$ cat config.mk
export PLATFORM = sky130hd
export DESIGN_NAME = onewire_rom_search_engine_flat
export DESIGN_NICKNAME = d
export VERILOG_FILES = /design/src/owrse_pkg.sv /design/src/owrse_req_if.sv /design/src/owrse_rsp_if.sv /design/src/onewire_rom_search_engine.sv /design/src/owrse_cell.sv /design/src/owrse_ctrl.sv /design/src/owrse_out_fifo.sv /design/src/flat_wrapper.sv
export VERILOG_INCLUDE_DIRS = /design/src /design/src/src
export SDC_FILE = /design/constraint.sdc
export NUM_CORES = 1
export LEC_CHECK = 0
export BUFFER_PORTS_ARGS = -buffer_cell sky130_fd_sc_hd__buf_2
export CAP_MARGIN = 30
export CELL_PAD_IN_SITES_DETAIL_PLACEMENT = 1
export CELL_PAD_IN_SITES_GLOBAL_PLACEMENT = 2
export CORE_UTILIZATION = 30
export DETAILED_ROUTE_END_ITERATION = 6
export PLACE_DENSITY = 0.69
export SLEW_MARGIN = 0
export SYNTH_ARGS = -nofsm -noshare
export SYNTH_HDL_FRONTEND = slang
export SYNTH_HIERARCHICAL = 1
export SYNTH_SLANG_ARGS = --single-unit
$ cat constraint.sdc
create_clock -name clock -period 10.8 [get_ports clock]
set_input_delay 2.7 -clock clock [delete_from_list [all_inputs] [get_ports clock]]
set_output_delay 2.7 -clock clock [all_outputs]
set_load 0.02 [all_outputs]
$ cat src/onewire_rom_search_engine_macros.svh
// Assertion macros shared by the search engine modules
`ifndef ONEWIRE_ROM_SEARCH_ENGINE_MACROS_SVH
`define ONEWIRE_ROM_SEARCH_ENGINE_MACROS_SVH

// Check a condition at every clock edge outside reset
`define OWRSE_ASSERT_ALWAYS(label, expr, msg) \
   label: assert property (@(posedge clock) disable iff (reset) (expr)) else $error(msg);

// Check that a condition implies another in the same cycle
`define OWRSE_ASSERT_IMPLY(label, ante, cons, msg) \
   label: assert property (@(posedge clock) disable iff (reset) (ante) |-> (cons)) \
      else $error(msg);

`endif

$ cat src/owrse_pkg.sv
// Shared types and constants of the 1-Wire ROM search engine
package owrse_pkg;

   localparam int RomBits     = 64;
   localparam int PosBits     = 7;
   localparam int FamBits     = 4;
   localparam int CrcBits     = 8;
   localparam int FifoDepth   = 4;
   localparam int FifoPtrBits = 2;
   localparam int FifoCntBits = 3;

   localparam logic [CrcBits-1:0] CrcPoly     = 8'h8C;
   localparam logic [PosBits-1:0] LastPos     = 7'd64;
   localparam logic [PosBits-1:0] VerifyDisc  = 7'd64;
   localparam logic [PosBits-1:0] FamilyLimit = 7'd9;

   // Input item kinds
   typedef enum logic [2:0] {
      KIND_FIRST    = 3'd0,
      KIND_NEXT     = 3'd1,
      KIND_VERIFY   = 3'd2,
      KIND_TARGET   = 3'd3,
      KIND_SKIP     = 3'd4,
      KIND_PRESENCE = 3'd5,
      KIND_BIT_PAIR = 3'd6
   } kind_type;

   // Result item actions
   typedef enum logic [2:0] {
      ACT_SETUP   = 3'd0,
      ACT_RESET   = 3'd1,
      ACT_COMMAND = 3'd2,
      ACT_WRITE   = 3'd3,
      ACT_DONE    = 3'd4,
      ACT_IGNORED = 3'd5
   } action_type;

   // Broadcast command from the controller to every bit cell
   typedef struct packed {
      logic start;
      logic advance;
      logic write_en;
      logic dir;
      logic load_family;
      logic save;
      logic restore;
   } cell_cmd_type;

   typedef struct packed {
      logic [2:0]         action;
      logic               direction;
      logic               found;
      logic [RomBits-1:0] rom_code;
      logic               last;
   } rsp_item_type;

   // Up to two result items pushed in one cycle
   typedef struct packed {
      logic         first;
      logic         second;
      rsp_item_type item0;
      rsp_item_type item1;
   } push_type;

endpackage

$ cat src/owrse_req_if.sv
// Input channel of the search engine
interface owrse_req_if import owrse_pkg::*; ();
   logic       valid;
   logic       ready;
   logic [2:0] kind;
   logic       presence;
   logic       id_bit;
   logic       compl_bit;
   logic [7:0] fam_byte;

   modport source (output valid, kind, presence, id_bit, compl_bit, fam_byte,
                   input ready);
   modport sink   (input valid, kind, presence, id_bit, compl_bit, fam_byte,
                   output ready);
endinterface

$ cat src/owrse_rsp_if.sv
// Result channel of the search engine
interface owrse_rsp_if import owrse_pkg::*; ();
   logic               valid;
   logic               ready;
   logic [2:0]         action;
   logic               direction;
   logic               found;
   logic [RomBits-1:0] rom_code;
   logic               last;

   modport source (output valid, action, direction, found, rom_code, last, input ready);
   modport sink   (input valid, action, direction, found, rom_code, last, output ready);
endinterface

$ cat src/onewire_rom_search_engine.sv
// Top level of the 1-Wire ROM search engine
//
// req_ch carries one item per handshake: a search command (first, next, verify),
// a family setup (target, skip), the presence result of a bus reset, or one
// id/complement bit pair read from the bus. rsp_ch returns the action for the
// bus master: setup done, do a bus reset, send the search command, write a bit
// (with its direction), search done (with found) or ignored, plus the current ROM code.
// Most items give one result; the bit pair of the last code bit gives two, a
// write bit followed by search done, and the last flag marks the final one.
// The ROM code lives in a row of 64 bit cells that pass a one-hot position
// token from cell to cell, one step per bit pair; CRC-8 is updated serially.
// Results are registered in the result queue before they appear on rsp_ch.
// Throughput: one item per cycle while req_ch.ready is high; a four-entry
// result queue takes new items while results wait to be read.
// If rsp_ch stalls, the queue fills and req_ch.ready drops once fewer than
// two free entries remain. Reset clears all search state, the queue and the
// saved copy; the position token returns to the first cell.
`include "onewire_rom_search_engine_macros.svh"
module onewire_rom_search_engine import owrse_pkg::*; (
   input logic         clock,
   input logic         reset,
   owrse_req_if.sink   req_ch,
   owrse_rsp_if.source rsp_ch
);

   cell_cmd_type        cmd;
   push_type            push;
   logic                can_accept;
   logic                fire;
   logic [RomBits:0]    tok_chain;
   logic [RomBits-1:0]  token_vec;
   logic [RomBits-1:0]  rom_vec;
   logic [RomBits-1:0]  pick_vec;
   logic [RomBits-1:0]  match_vec;
   logic [RomBits-1:0]  rom_next_vec;
   logic [RomBits-1:0]  load_vec;

   assign req_ch.ready = can_accept;
   assign fire         = req_ch.valid && can_accept;
   assign load_vec     = {{(RomBits-8){1'b0}}, req_ch.fam_byte};
   assign tok_chain[0] = 1'b0;
   assign token_vec    = tok_chain[RomBits:1];

   owrse_ctrl u_ctrl (
      .clock      (clock),
      .reset      (reset),
      .fire       (fire),
      .kind       (req_ch.kind),
      .presence   (req_ch.presence),
      .id_bit     (req_ch.id_bit),
      .compl_bit  (req_ch.compl_bit),
      .rom_sel    (|pick_vec),
      .match_all  (&match_vec),
      .rom_low    (rom_vec[7:0]),
      .rom_next   (rom_next_vec),
      .cmd        (cmd),
      .push       (push)
   );

   // Row of bit cells, token travelling from bit zero upward
   for (genvar i = 0; i < RomBits; i++) begin : g_cell
      owrse_cell u_cell (
         .clock        (clock),
         .reset        (reset),
         .cmd          (cmd),
         .first_in     ((i == 0) ? 1'b1 : 1'b0),
         .token_in     (tok_chain[i]),
         .load_in      (load_vec[i]),
         .token_out    (tok_chain[i+1]),
         .rom_out      (rom_vec[i]),
         .pick_out     (pick_vec[i]),
         .match_out    (match_vec[i]),
         .rom_next_out (rom_next_vec[i])
      );
   end

   owrse_out_fifo u_out_fifo (
      .clock      (clock),
      .reset      (reset),
      .push       (push),
      .can_accept (can_accept),
      .rsp_ch     (rsp_ch)
   );

   `OWRSE_ASSERT_ALWAYS(a_token_onehot, $onehot0(token_vec), "position token not one-hot")

endmodule

$ cat src/owrse_cell.sv
// One ROM code bit cell: current bit, saved bit and search position token
module owrse_cell import owrse_pkg::*; (
   input  logic         clock,
   input  logic         reset,
   input  cell_cmd_type cmd,
   input  logic         first_in,
   input  logic         token_in,
   input  logic         load_in,
   output logic         token_out,
   output logic         rom_out,
   output logic         pick_out,
   output logic         match_out,
   output logic         rom_next_out
);

   logic rom_ff, rom_in;
   logic saved_ff, saved_in;
   logic token_ff, token_in_nxt;
   logic rom_wr;

   // Take the direction bit when the token sits here
   assign rom_wr = (cmd.write_en && token_ff) ? cmd.dir : rom_ff;

   always_comb begin
      rom_in = rom_wr;
      if (cmd.restore) begin
         rom_in = saved_ff;
      end else if (cmd.load_family) begin
         rom_in = load_in;
      end
      saved_in = cmd.save ? rom_ff : saved_ff;
      token_in_nxt = token_ff;
      if (cmd.start) begin
         token_in_nxt = first_in;
      end else if (cmd.advance) begin
         token_in_nxt = token_in;
      end
   end

   always_ff @(posedge clock) begin
      if (reset) begin
         rom_ff   <= 1'b0;
         saved_ff <= 1'b0;
         token_ff <= first_in;
      end else begin
         rom_ff   <= rom_in;
         saved_ff <= saved_in;
         token_ff <= token_in_nxt;
      end
   end

   assign token_out    = token_ff;
   assign rom_out      = rom_ff;
   assign pick_out     = rom_ff & token_ff;
   assign match_out    = (rom_wr == saved_ff);
   assign rom_next_out = rom_in;

endmodule

$ cat src/owrse_ctrl.sv
// Search controller: phase, discrepancy counters, CRC and result generation
`include "onewire_rom_search_engine_macros.svh"
module owrse_ctrl import owrse_pkg::*; (
   input  logic               clock,
   input  logic               reset,
   input  logic               fire,
   input  logic [2:0]         kind,
   input  logic               presence,
   input  logic               id_bit,
   input  logic               compl_bit,
   input  logic               rom_sel,
   input  logic               match_all,
   input  logic [7:0]         rom_low,
   input  logic [RomBits-1:0] rom_next,
   output cell_cmd_type       cmd,
   output push_type           push
);

   typedef enum logic [1:0] {
      PH_IDLE     = 2'd0,
      PH_PRESENCE = 2'd1,
      PH_BITS     = 2'd2
   } phase_type;

   phase_type            phase_ff, phase_in;
   logic [PosBits-1:0]   ld_ff, ld_in;
   logic [FamBits-1:0]   fd_ff, fd_in;
   logic                 ldev_ff, ldev_in;
   logic [PosBits-1:0]   bp_ff, bp_in;
   logic [PosBits-1:0]   lzp_ff, lzp_in;
   logic [CrcBits-1:0]   crc_ff, crc_in;
   logic                 verify_ff, verify_in;
   logic [PosBits-1:0]   sld_ff, sld_in;
   logic                 sdev_ff, sdev_in;
   logic [FamBits-1:0]   sfd_ff, sfd_in;

   logic               do_finish, finish_ok, ok, two;
   logic               dir, fnd, fb;
   action_type         act;
   logic [CrcBits-1:0] crc_nxt;

   always_comb begin
      phase_in  = phase_ff;
      ld_in     = ld_ff;
      fd_in     = fd_ff;
      ldev_in   = ldev_ff;
      bp_in     = bp_ff;
      lzp_in    = lzp_ff;
      crc_in    = crc_ff;
      verify_in = verify_ff;
      sld_in    = sld_ff;
      sdev_in   = sdev_ff;
      sfd_in    = sfd_ff;
      cmd       = '0;
      act       = ACT_IGNORED;
      dir       = 1'b0;
      fnd       = 1'b0;
      two       = 1'b0;
      do_finish = 1'b0;
      finish_ok = 1'b0;
      ok        = 1'b0;
      fb        = 1'b0;
      crc_nxt   = crc_ff;

      if (fire) begin
         if (phase_ff != PH_IDLE && kind <= KIND_SKIP) begin
            // Ignore search commands and family setups while a search runs
            act = ACT_IGNORED;
         end else begin
            unique case (kind) inside
               KIND_FIRST, KIND_NEXT, KIND_VERIFY: begin
                  if (kind == KIND_FIRST) begin
                     ld_in   = '0;
                     ldev_in = 1'b0;
                     fd_in   = '0;
                  end
                  if (kind == KIND_VERIFY) begin
                     cmd.save  = 1'b1;
                     sld_in    = ld_ff;
                     sdev_in   = ldev_ff;
                     sfd_in    = fd_ff;
                     ld_in     = VerifyDisc;
                     ldev_in   = 1'b0;
                     verify_in = 1'b1;
                  end
                  bp_in     = PosBits'(1);
                  lzp_in    = '0;
                  crc_in    = '0;
                  cmd.start = 1'b1;
                  // After the last device the bus is left alone
                  if (kind == KIND_NEXT && ldev_ff) begin
                     do_finish = 1'b1;
                     act       = ACT_DONE;
                  end else begin
                     phase_in = PH_PRESENCE;
                     act      = ACT_RESET;
                  end
               end
               KIND_TARGET: begin
                  cmd.load_family = 1'b1;
                  ld_in   = VerifyDisc;
                  fd_in   = '0;
                  ldev_in = 1'b0;
                  act     = ACT_SETUP;
               end
               KIND_SKIP: begin
                  ld_in = PosBits'(fd_ff);
                  fd_in = '0;
                  if (fd_ff == '0) begin
                     ldev_in = 1'b1;
                  end
                  act = ACT_SETUP;
               end
               KIND_PRESENCE: begin
                  if (phase_ff == PH_PRESENCE) begin
                     if (!presence) begin
                        do_finish = 1'b1;
                        act       = ACT_DONE;
                     end else begin
                        phase_in = PH_BITS;
                        act      = ACT_COMMAND;
                     end
                  end
               end
               KIND_BIT_PAIR: begin
                  if (phase_ff == PH_BITS) begin
                     if (id_bit && compl_bit) begin
                        // No device answered: abort
                        do_finish = 1'b1;
                        act       = ACT_DONE;
                     end else begin
                        if (id_bit != compl_bit) begin
                           dir = id_bit;
                        end else begin
                           if (bp_ff < ld_ff) begin
                              dir = rom_sel;
                           end else begin
                              dir = (bp_ff == ld_ff);
                           end
                           if (!dir) begin
                              lzp_in = bp_ff;
                              if (bp_ff < FamilyLimit) begin
                                 fd_in = bp_ff[FamBits-1:0];
                              end
                           end
                        end
                        cmd.write_en = 1'b1;
                        cmd.dir      = dir;
                        cmd.advance  = 1'b1;
                        // Serial CRC-8 step
                        fb      = crc_ff[0] ^ dir;
                        crc_nxt = (crc_ff >> 1) ^ (fb ? CrcPoly : '0);
                        crc_in  = crc_nxt;
                        bp_in   = bp_ff + PosBits'(1);
                        act     = ACT_WRITE;
                        if (bp_ff == LastPos) begin
                           two       = 1'b1;
                           do_finish = 1'b1;
                           finish_ok = (crc_nxt == '0);
                           if (finish_ok) begin
                              ld_in = lzp_in;
                              if (lzp_in == '0) begin
                                 ldev_in = 1'b1;
                              end
                           end
                        end
                     end
                  end
               end
               default: begin
                  act = ACT_IGNORED;
               end
            endcase
         end

         // End the search, restoring the saved state after a verify
         if (do_finish) begin
            ok = finish_ok && (rom_low != '0);
            if (!ok) begin
               ld_in   = '0;
               ldev_in = 1'b0;
               fd_in   = '0;
            end
            fnd = ok;
            if (verify_ff) begin
               fnd         = ok && match_all;
               cmd.restore = 1'b1;
               ld_in       = sld_ff;
               ldev_in     = sdev_ff;
               fd_in       = sfd_ff;
               verify_in   = 1'b0;
            end
            phase_in = PH_IDLE;
         end
      end

      // Build the result items
      push.first            = fire;
      push.second           = fire && two;
      push.item0.action     = two ? ACT_WRITE : act;
      push.item0.direction  = dir;
      push.item0.found      = two ? 1'b0 : fnd;
      push.item0.rom_code   = rom_next;
      push.item0.last       = !two;
      push.item1.action     = ACT_DONE;
      push.item1.direction  = 1'b0;
      push.item1.found      = fnd;
      push.item1.rom_code   = rom_next;
      push.item1.last       = 1'b1;
   end

   always_ff @(posedge clock) begin
      if (reset) begin
         phase_ff  <= PH_IDLE;
         ld_ff     <= '0;
         fd_ff     <= '0;
         ldev_ff   <= 1'b0;
         bp_ff     <= PosBits'(1);
         lzp_ff    <= '0;
         crc_ff    <= '0;
         verify_ff <= 1'b0;
         sld_ff    <= '0;
         sdev_ff   <= 1'b0;
         sfd_ff    <= '0;
      end else begin
         phase_ff  <= phase_in;
         ld_ff     <= ld_in;
         fd_ff     <= fd_in;
         ldev_ff   <= ldev_in;
         bp_ff     <= bp_in;
         lzp_ff    <= lzp_in;
         crc_ff    <= crc_in;
         verify_ff <= verify_in;
         sld_ff    <= sld_in;
         sdev_ff   <= sdev_in;
         sfd_ff    <= sfd_in;
      end
   end

   `OWRSE_ASSERT_IMPLY(a_verify_busy, verify_ff, phase_ff != PH_IDLE, "verify outside a search")
   `OWRSE_ASSERT_IMPLY(a_bits_pos, phase_ff == PH_BITS, bp_ff >= PosBits'(1) && bp_ff <= LastPos, "bit position out of range")
   `OWRSE_ASSERT_IMPLY(a_start_pos, phase_ff == PH_PRESENCE, bp_ff == PosBits'(1) && crc_ff == '0, "search not restarted")

endmodule

$ cat src/owrse_out_fifo.sv
// Result queue: takes up to two items a cycle, hands out one
`include "onewire_rom_search_engine_macros.svh"
module owrse_out_fifo import owrse_pkg::*; (
   input  logic       clock,
   input  logic       reset,
   input  push_type   push,
   output logic       can_accept,
   owrse_rsp_if.source rsp_ch
);

   rsp_item_type             entry_ff [FifoDepth];
   logic [FifoPtrBits-1:0]   wr_ff, wr_in;
   logic [FifoPtrBits-1:0]   rd_ff, rd_in;
   logic [FifoCntBits-1:0]   count_ff, count_in;
   logic                     pop;

   assign pop = rsp_ch.valid && rsp_ch.ready;

   // Advance pointers and occupancy
   always_comb begin
      wr_in    = wr_ff + FifoPtrBits'(push.first) + FifoPtrBits'(push.second);
      rd_in    = rd_ff + FifoPtrBits'(pop);
      count_in = count_ff + FifoCntBits'(push.first) + FifoCntBits'(push.second)
                 - FifoCntBits'(pop);
   end

   always_ff @(posedge clock) begin
      if (reset) begin
         wr_ff    <= '0;
         rd_ff    <= '0;
         count_ff <= '0;
      end else begin
         wr_ff    <= wr_in;
         rd_ff    <= rd_in;
         count_ff <= count_in;
      end
   end

   // Store the items
   always_ff @(posedge clock) begin
      if (push.first) begin
         entry_ff[wr_ff] <= push.item0;
      end
      if (push.second) begin
         entry_ff[wr_ff + FifoPtrBits'(1)] <= push.item1;
      end
   end

   assign can_accept       = (count_ff <= FifoCntBits'(FifoDepth - 2));
   assign rsp_ch.valid     = (count_ff != '0);
   assign rsp_ch.action    = entry_ff[rd_ff].action;
   assign rsp_ch.direction = entry_ff[rd_ff].direction;
   assign rsp_ch.found     = entry_ff[rd_ff].found;
   assign rsp_ch.rom_code  = entry_ff[rd_ff].rom_code;
   assign rsp_ch.last      = entry_ff[rd_ff].last;

   `OWRSE_ASSERT_ALWAYS(a_fifo_count, count_ff <= FifoCntBits'(FifoDepth), "result queue overflow")

endmodule
$ cat src/flat_wrapper.sv
// flat-port wrapper written by rule: the top's interface ports become plain ports
module onewire_rom_search_engine_flat import owrse_pkg::*;
  (clock, reset, req_ch_valid, req_ch_kind, req_ch_presence, req_ch_id_bit, req_ch_compl_bit, req_ch_fam_byte, req_ch_ready, rsp_ch_valid, rsp_ch_action, rsp_ch_direction, rsp_ch_found, rsp_ch_rom_code, rsp_ch_last, rsp_ch_ready);
  owrse_req_if req_ch_i ();
  owrse_rsp_if rsp_ch_i ();
  input logic clock;
  input logic reset;
  input wire logic [$bits(req_ch_i.valid)-1:0] req_ch_valid;
  input wire logic [$bits(req_ch_i.kind)-1:0] req_ch_kind;
  input wire logic [$bits(req_ch_i.presence)-1:0] req_ch_presence;
  input wire logic [$bits(req_ch_i.id_bit)-1:0] req_ch_id_bit;
  input wire logic [$bits(req_ch_i.compl_bit)-1:0] req_ch_compl_bit;
  input wire logic [$bits(req_ch_i.fam_byte)-1:0] req_ch_fam_byte;
  output wire logic [$bits(req_ch_i.ready)-1:0] req_ch_ready;
  output wire logic [$bits(rsp_ch_i.valid)-1:0] rsp_ch_valid;
  output wire logic [$bits(rsp_ch_i.action)-1:0] rsp_ch_action;
  output wire logic [$bits(rsp_ch_i.direction)-1:0] rsp_ch_direction;
  output wire logic [$bits(rsp_ch_i.found)-1:0] rsp_ch_found;
  output wire logic [$bits(rsp_ch_i.rom_code)-1:0] rsp_ch_rom_code;
  output wire logic [$bits(rsp_ch_i.last)-1:0] rsp_ch_last;
  input wire logic [$bits(rsp_ch_i.ready)-1:0] rsp_ch_ready;
  assign req_ch_i.valid = req_ch_valid;
  assign req_ch_i.kind = req_ch_kind;
  assign req_ch_i.presence = req_ch_presence;
  assign req_ch_i.id_bit = req_ch_id_bit;
  assign req_ch_i.compl_bit = req_ch_compl_bit;
  assign req_ch_i.fam_byte = req_ch_fam_byte;
  assign req_ch_ready = req_ch_i.ready;
  assign rsp_ch_valid = rsp_ch_i.valid;
  assign rsp_ch_action = rsp_ch_i.action;
  assign rsp_ch_direction = rsp_ch_i.direction;
  assign rsp_ch_found = rsp_ch_i.found;
  assign rsp_ch_rom_code = rsp_ch_i.rom_code;
  assign rsp_ch_last = rsp_ch_i.last;
  assign rsp_ch_i.ready = rsp_ch_ready;
  onewire_rom_search_engine u_core (.clock(clock), .reset(reset), .req_ch(req_ch_i), .rsp_ch(rsp_ch_i));
endmodule
==> results by group <==
Status
  – Status: finished clean

Placed design
  – Setup WS pre-CTS: around 3.1 ns
  – DP HPWL: around 51 mm
  – I/O Buffers: 89
  – GPL Wtd Cong: approximately 0.8
  – Placed cell area: about 31000 um2

Global route
  – Largest net degree at the start of global routing: between 150 and 200
  – Vias in the first global route: around 20000
  – First-pass GRT wire length: roughly 120 mm
  – Total gr overflow: 0
  – GRT Total Usage: 0.158
  – Initial antenna violation count: 1

Detailed routing
  – Total number of vias: 19000
  – DR WL/cell: between 20 and 25 um
  – Vias/cell: approximately 5
  – DRT Pass-1 Iters: 5
  – Iteration-0 DRC Markers: 915
  – # DRC: 0
  – Wirelength, routed: 80.1 mm
  – Antenna-violating nets left: 0

Finish
  – FILL cells: 10600
  – Fin nets: ~2500
  – Final core utilization: 0.339
  – Layout cell share with drive strength beyond 1: 0.360
  – Final instance area: around 33000 um2
  – Reg area: roughly 14000 um2
  – Antenna Cells: 0
  – Area of the multi-input gates: approximately 15000 um2
  – Area grow syn2layout: 11.9%

STA
  – RSZ-0062 raised after global routing: no
  – Fin crit share: 0.659
  – Clock Skew: between 0.02 and 0.025 ns
  – Relative slew slack: 0.298
  – Fmax: 140 MHz
  – Slew Limit Fails: 0
  – Slew @ Worst Pin: ~1.0 ns
  – Final hold vios: 0
  – Worst setup slack after layout: 3.68 ns
  – Setup TNS: 0 ns
  – Minimum clock period: 7.12 ns
  – Final setup viols: 0

Synthesis
  – EDFF count, synth: approximately 340
  – Register area share after synthesis: 0.470
  – Top post-synthesis cells by area: edfxtp_1, mux2_2, dfxtp_1
  – Count of cell types in the netlist: slightly below 80
  – Seq cells post-synth: 528
  – Post-synthesis area per instance: 12.6 um2
  – Largest family of logic cells by synthesized area: multiplexers
  – Cell taking the most area after synthesis: edfxtp_1
  – Post-Synthesis Cells: around 2400
  – Compound-Gate Fraction of Synth Area: 0.0736
  – Synth top cells by count: edfxtp_1, mux2_2, nor2_1, dfxtp_1, buf_4
  – Ys async rst share: 0
  – Top_reg_cell synth: edfxtp_1
  – Mapped cell area: a little under 30000 um2
  – Synth warn: 6
  – Multiplexer share of the synthesized area: 0.238
  – Post-Synth Simple-Gate Area: 0.137
  – Yosys top cell area share: 0.346
  – Synth Area in XOR/XNOR: 0.0223
  – Most numerous cell in the Yosys netlist: edfxtp_1
  – Adder-cell area share of the yosys netlist: 0.00747

Min path
  – Hold Path Class: reg2reg

Floorplanning
  – Die height: 317 um
  – Die Span X: ~320 um
  – Rows: 115
  – Area of the die: between 100000 and 150000 um2
  – Core area: a little under 100000 um2
  – Initial Utilization: 0.303
  – I/O Pins: 90

Critical path
  – Slowest stage cell, crit path: inv_4
  – CP endpoint kind: flop
  – Critical path's most frequent cell: nand4_1
  – Startpoint types: primary input
  – WS Path Type: in2reg
  – Crit path largest cell delay: 0.84 ns
  – Crit Path Max Fanout: 56
  – Worst-path cell chain: buf_2, nand2_1, nor2_1, nand4_1, inv_4, buf_12, nand2_2, mux2i_2, xor2_1, nand4_1, nor4_1, and4_1, o211a_1, mux2_2
  – Required time worst endpoint: 11.30 ns
  – Worst EP arrival: 7.62 ns

Power and ir drop
  – Combinational share of power: 0.234
  – Psw: approximately 1.8 mW
  – Max VDD drop: around 120 uV
  – Internal power consumption: approximately 4.3 mW
  – Sw Share: 0.300
  – Leak: approximately 12 nW
  – Flop pwr share: 0.423
  – Clock Power Share: 0.344
  – Pwr per Cell Area: around 180 nW/um2

Flow run
  – Maxcap violations: 0

Clock network
  – Clock Tree Buf Depth: 3
  – # Post-CTS Setup Buffers: 0
  – CTS Root Cell: clkbuf_16
  – Htree depth: 2
  – Total CTS buffers: 61
  – Clk slew on worst S/H paths: 0.06 ns
  – Hold buffers post-CTS: 0
  – TritonCTS clock tree: yes
  – Worst-Skew Late Latency: roughly 0.64 ns
  – CTS resizes: 0
  – Clk sinks: between 500 and 600
-- worst max-delay path: cells and delay by family --
family	cells	cell delay, ns
multiplexers	2	0.45
buffers and inverters	3	1.42
AO/OA/AOI/OAI	1	0.21
XOR/XNOR	1	0.23
AND/OR/NAND/NOR	7	2.47
-- power by group through the flow --
| stage | clock network (mW) | registers, mW | logic [mW] |
|---|---|---|---|
| after global placement | 0 | 2.63 | 1.43 |
| after global routing | 2.24 | 2.62 | 1.54 |
| after floorplan | 0 | 2.55 | 1.10 |
| after CTS | 2.17 | 2.59 | 1.47 |
| final | 2.11 | 2.59 | 1.43 |
| after detailed placement | 0 | 2.63 | 1.46 |
-- layout make-up --
type / instances / area share
clock inverter: 28 / 0.00836
timing repair buffer: 128 / 0.0242
clock buffer: 87 / 0.0524
multi-input combinational: 1738 / 0.444
tap: 1287 / 0.0483
inverter: 24 / 0.00289
sequential: 528 / 0.420
-- registers in the layout, summed over array words and instances, names as in the netlist --
| register | flops |
|---|---|
| u_core/g_cell.u_cell/rom_out | 64 |
| u_core/g_cell.u_cell/saved_ff | 64 |
| u_core/g_cell.u_cell/token_out | 64 |
| u_core/u_ctrl/bp_ff | 7 |
| u_core/u_ctrl/crc_ff | 8 |
| u_core/u_ctrl/fd_ff | 4 |
| u_core/u_ctrl/ld_ff | 7 |
| u_core/u_ctrl/ldev_ff | 1 |
| u_core/u_ctrl/lzp_ff | 7 |
| u_core/u_ctrl/phase_ff | 2 |
| u_core/u_ctrl/sdev_ff | 1 |
| u_core/u_ctrl/sfd_ff | 4 |
| u_core/u_ctrl/sld_ff | 7 |
| u_core/u_ctrl/verify_ff | 1 |
| u_core/u_out_fifo/count_ff | 3 |
| u_core/u_out_fifo/entry_ff | 280 |
| u_core/u_out_fifo/rd_ff | 2 |
| u_core/u_out_fifo/wr_ff | 2 |
-- placed cells by master (no fill, tap or decap), types with 68 or more instances in the layout --
cell / synthesis / routed
edfxtp_1: 344 / 344
nor2_1: 227 / 225
mux2i_1: 74 / 74
or3_1: 70 / 70
buf_2: 21 / 98
mux2_2: 340 / 340
mux4_2: 70 / 70
conb_1: 4 / 127
dfxtp_1: 184 / 182
xor2_1: 68 / 68
nor2b_1: 77 / 76
-- final timing paths --
check,slack (ns),start,end,cells past startpoint
setup / recovery,3.68,req_ch_kind[2],u_core/u_out_fifo/entry_ff[3][65]$_DFFE_PP_,14
hold / removal,0.46,u_core/u_ctrl/sdev_ff$_SDFFE_PP0P_,u_core/u_ctrl/sdev_ff$_SDFFE_PP0P_,2
setup reg to reg,4.78,u_core/g_cell[30].u_cell/token_out$_DFFE_PP_,u_core/u_out_fifo/entry_ff[3][65]$_DFFE_PP_,15
hold reg to reg,0.46,u_core/u_ctrl/sdev_ff$_SDFFE_PP0P_,u_core/u_ctrl/sdev_ff$_SDFFE_PP0P_,2
-- through the flow --
step	hold slack (ns)	instances	total power, mW
6_report	0.458	3820	6.12
5_1_grt	0.485	3820	6.40
4_1_cts	0.463	3817	6.23
3_5_place_dp	0.455	3702	4.10
3_3_place_gp	0.446	3693	4.06
2_1_floorplan	0.436	2499	3.65
-- kinds of logic (layout without fill, tap and decap cells) --
| kind of cell | count (synthesis) | in the layout |
|---|---|---|
| AND/OR/NAND/NOR | 730 | 730 |
| multiplexers | 554 | 554 |
| other | 4 | 127 |
| XOR/XNOR | 75 | 75 |
| flip-flops | 528 | 528 |
| adder cells (fa/ha/maj) | 16 | 16 |
| buffers and inverters | 233 | 267 |
| AO/OA/AOI/OAI | 236 | 236 |
-- metal layers --
metal / part of all wire / track usage / up-vias / wire (um)
met5: 0.000087 / 0 / - / 7
met4: 0.021 / 0.0398 / 2 / 1650
met3: 0.027 / 0.0196 / 106 / 2150
met2: 0.49 / 0.274 / 230 / 39200
met1: 0.46 / 0.209 / 9657 / 37100
li1: - / - / 8965 / -
Note: power is estimated with default switching activity, not from simulation.
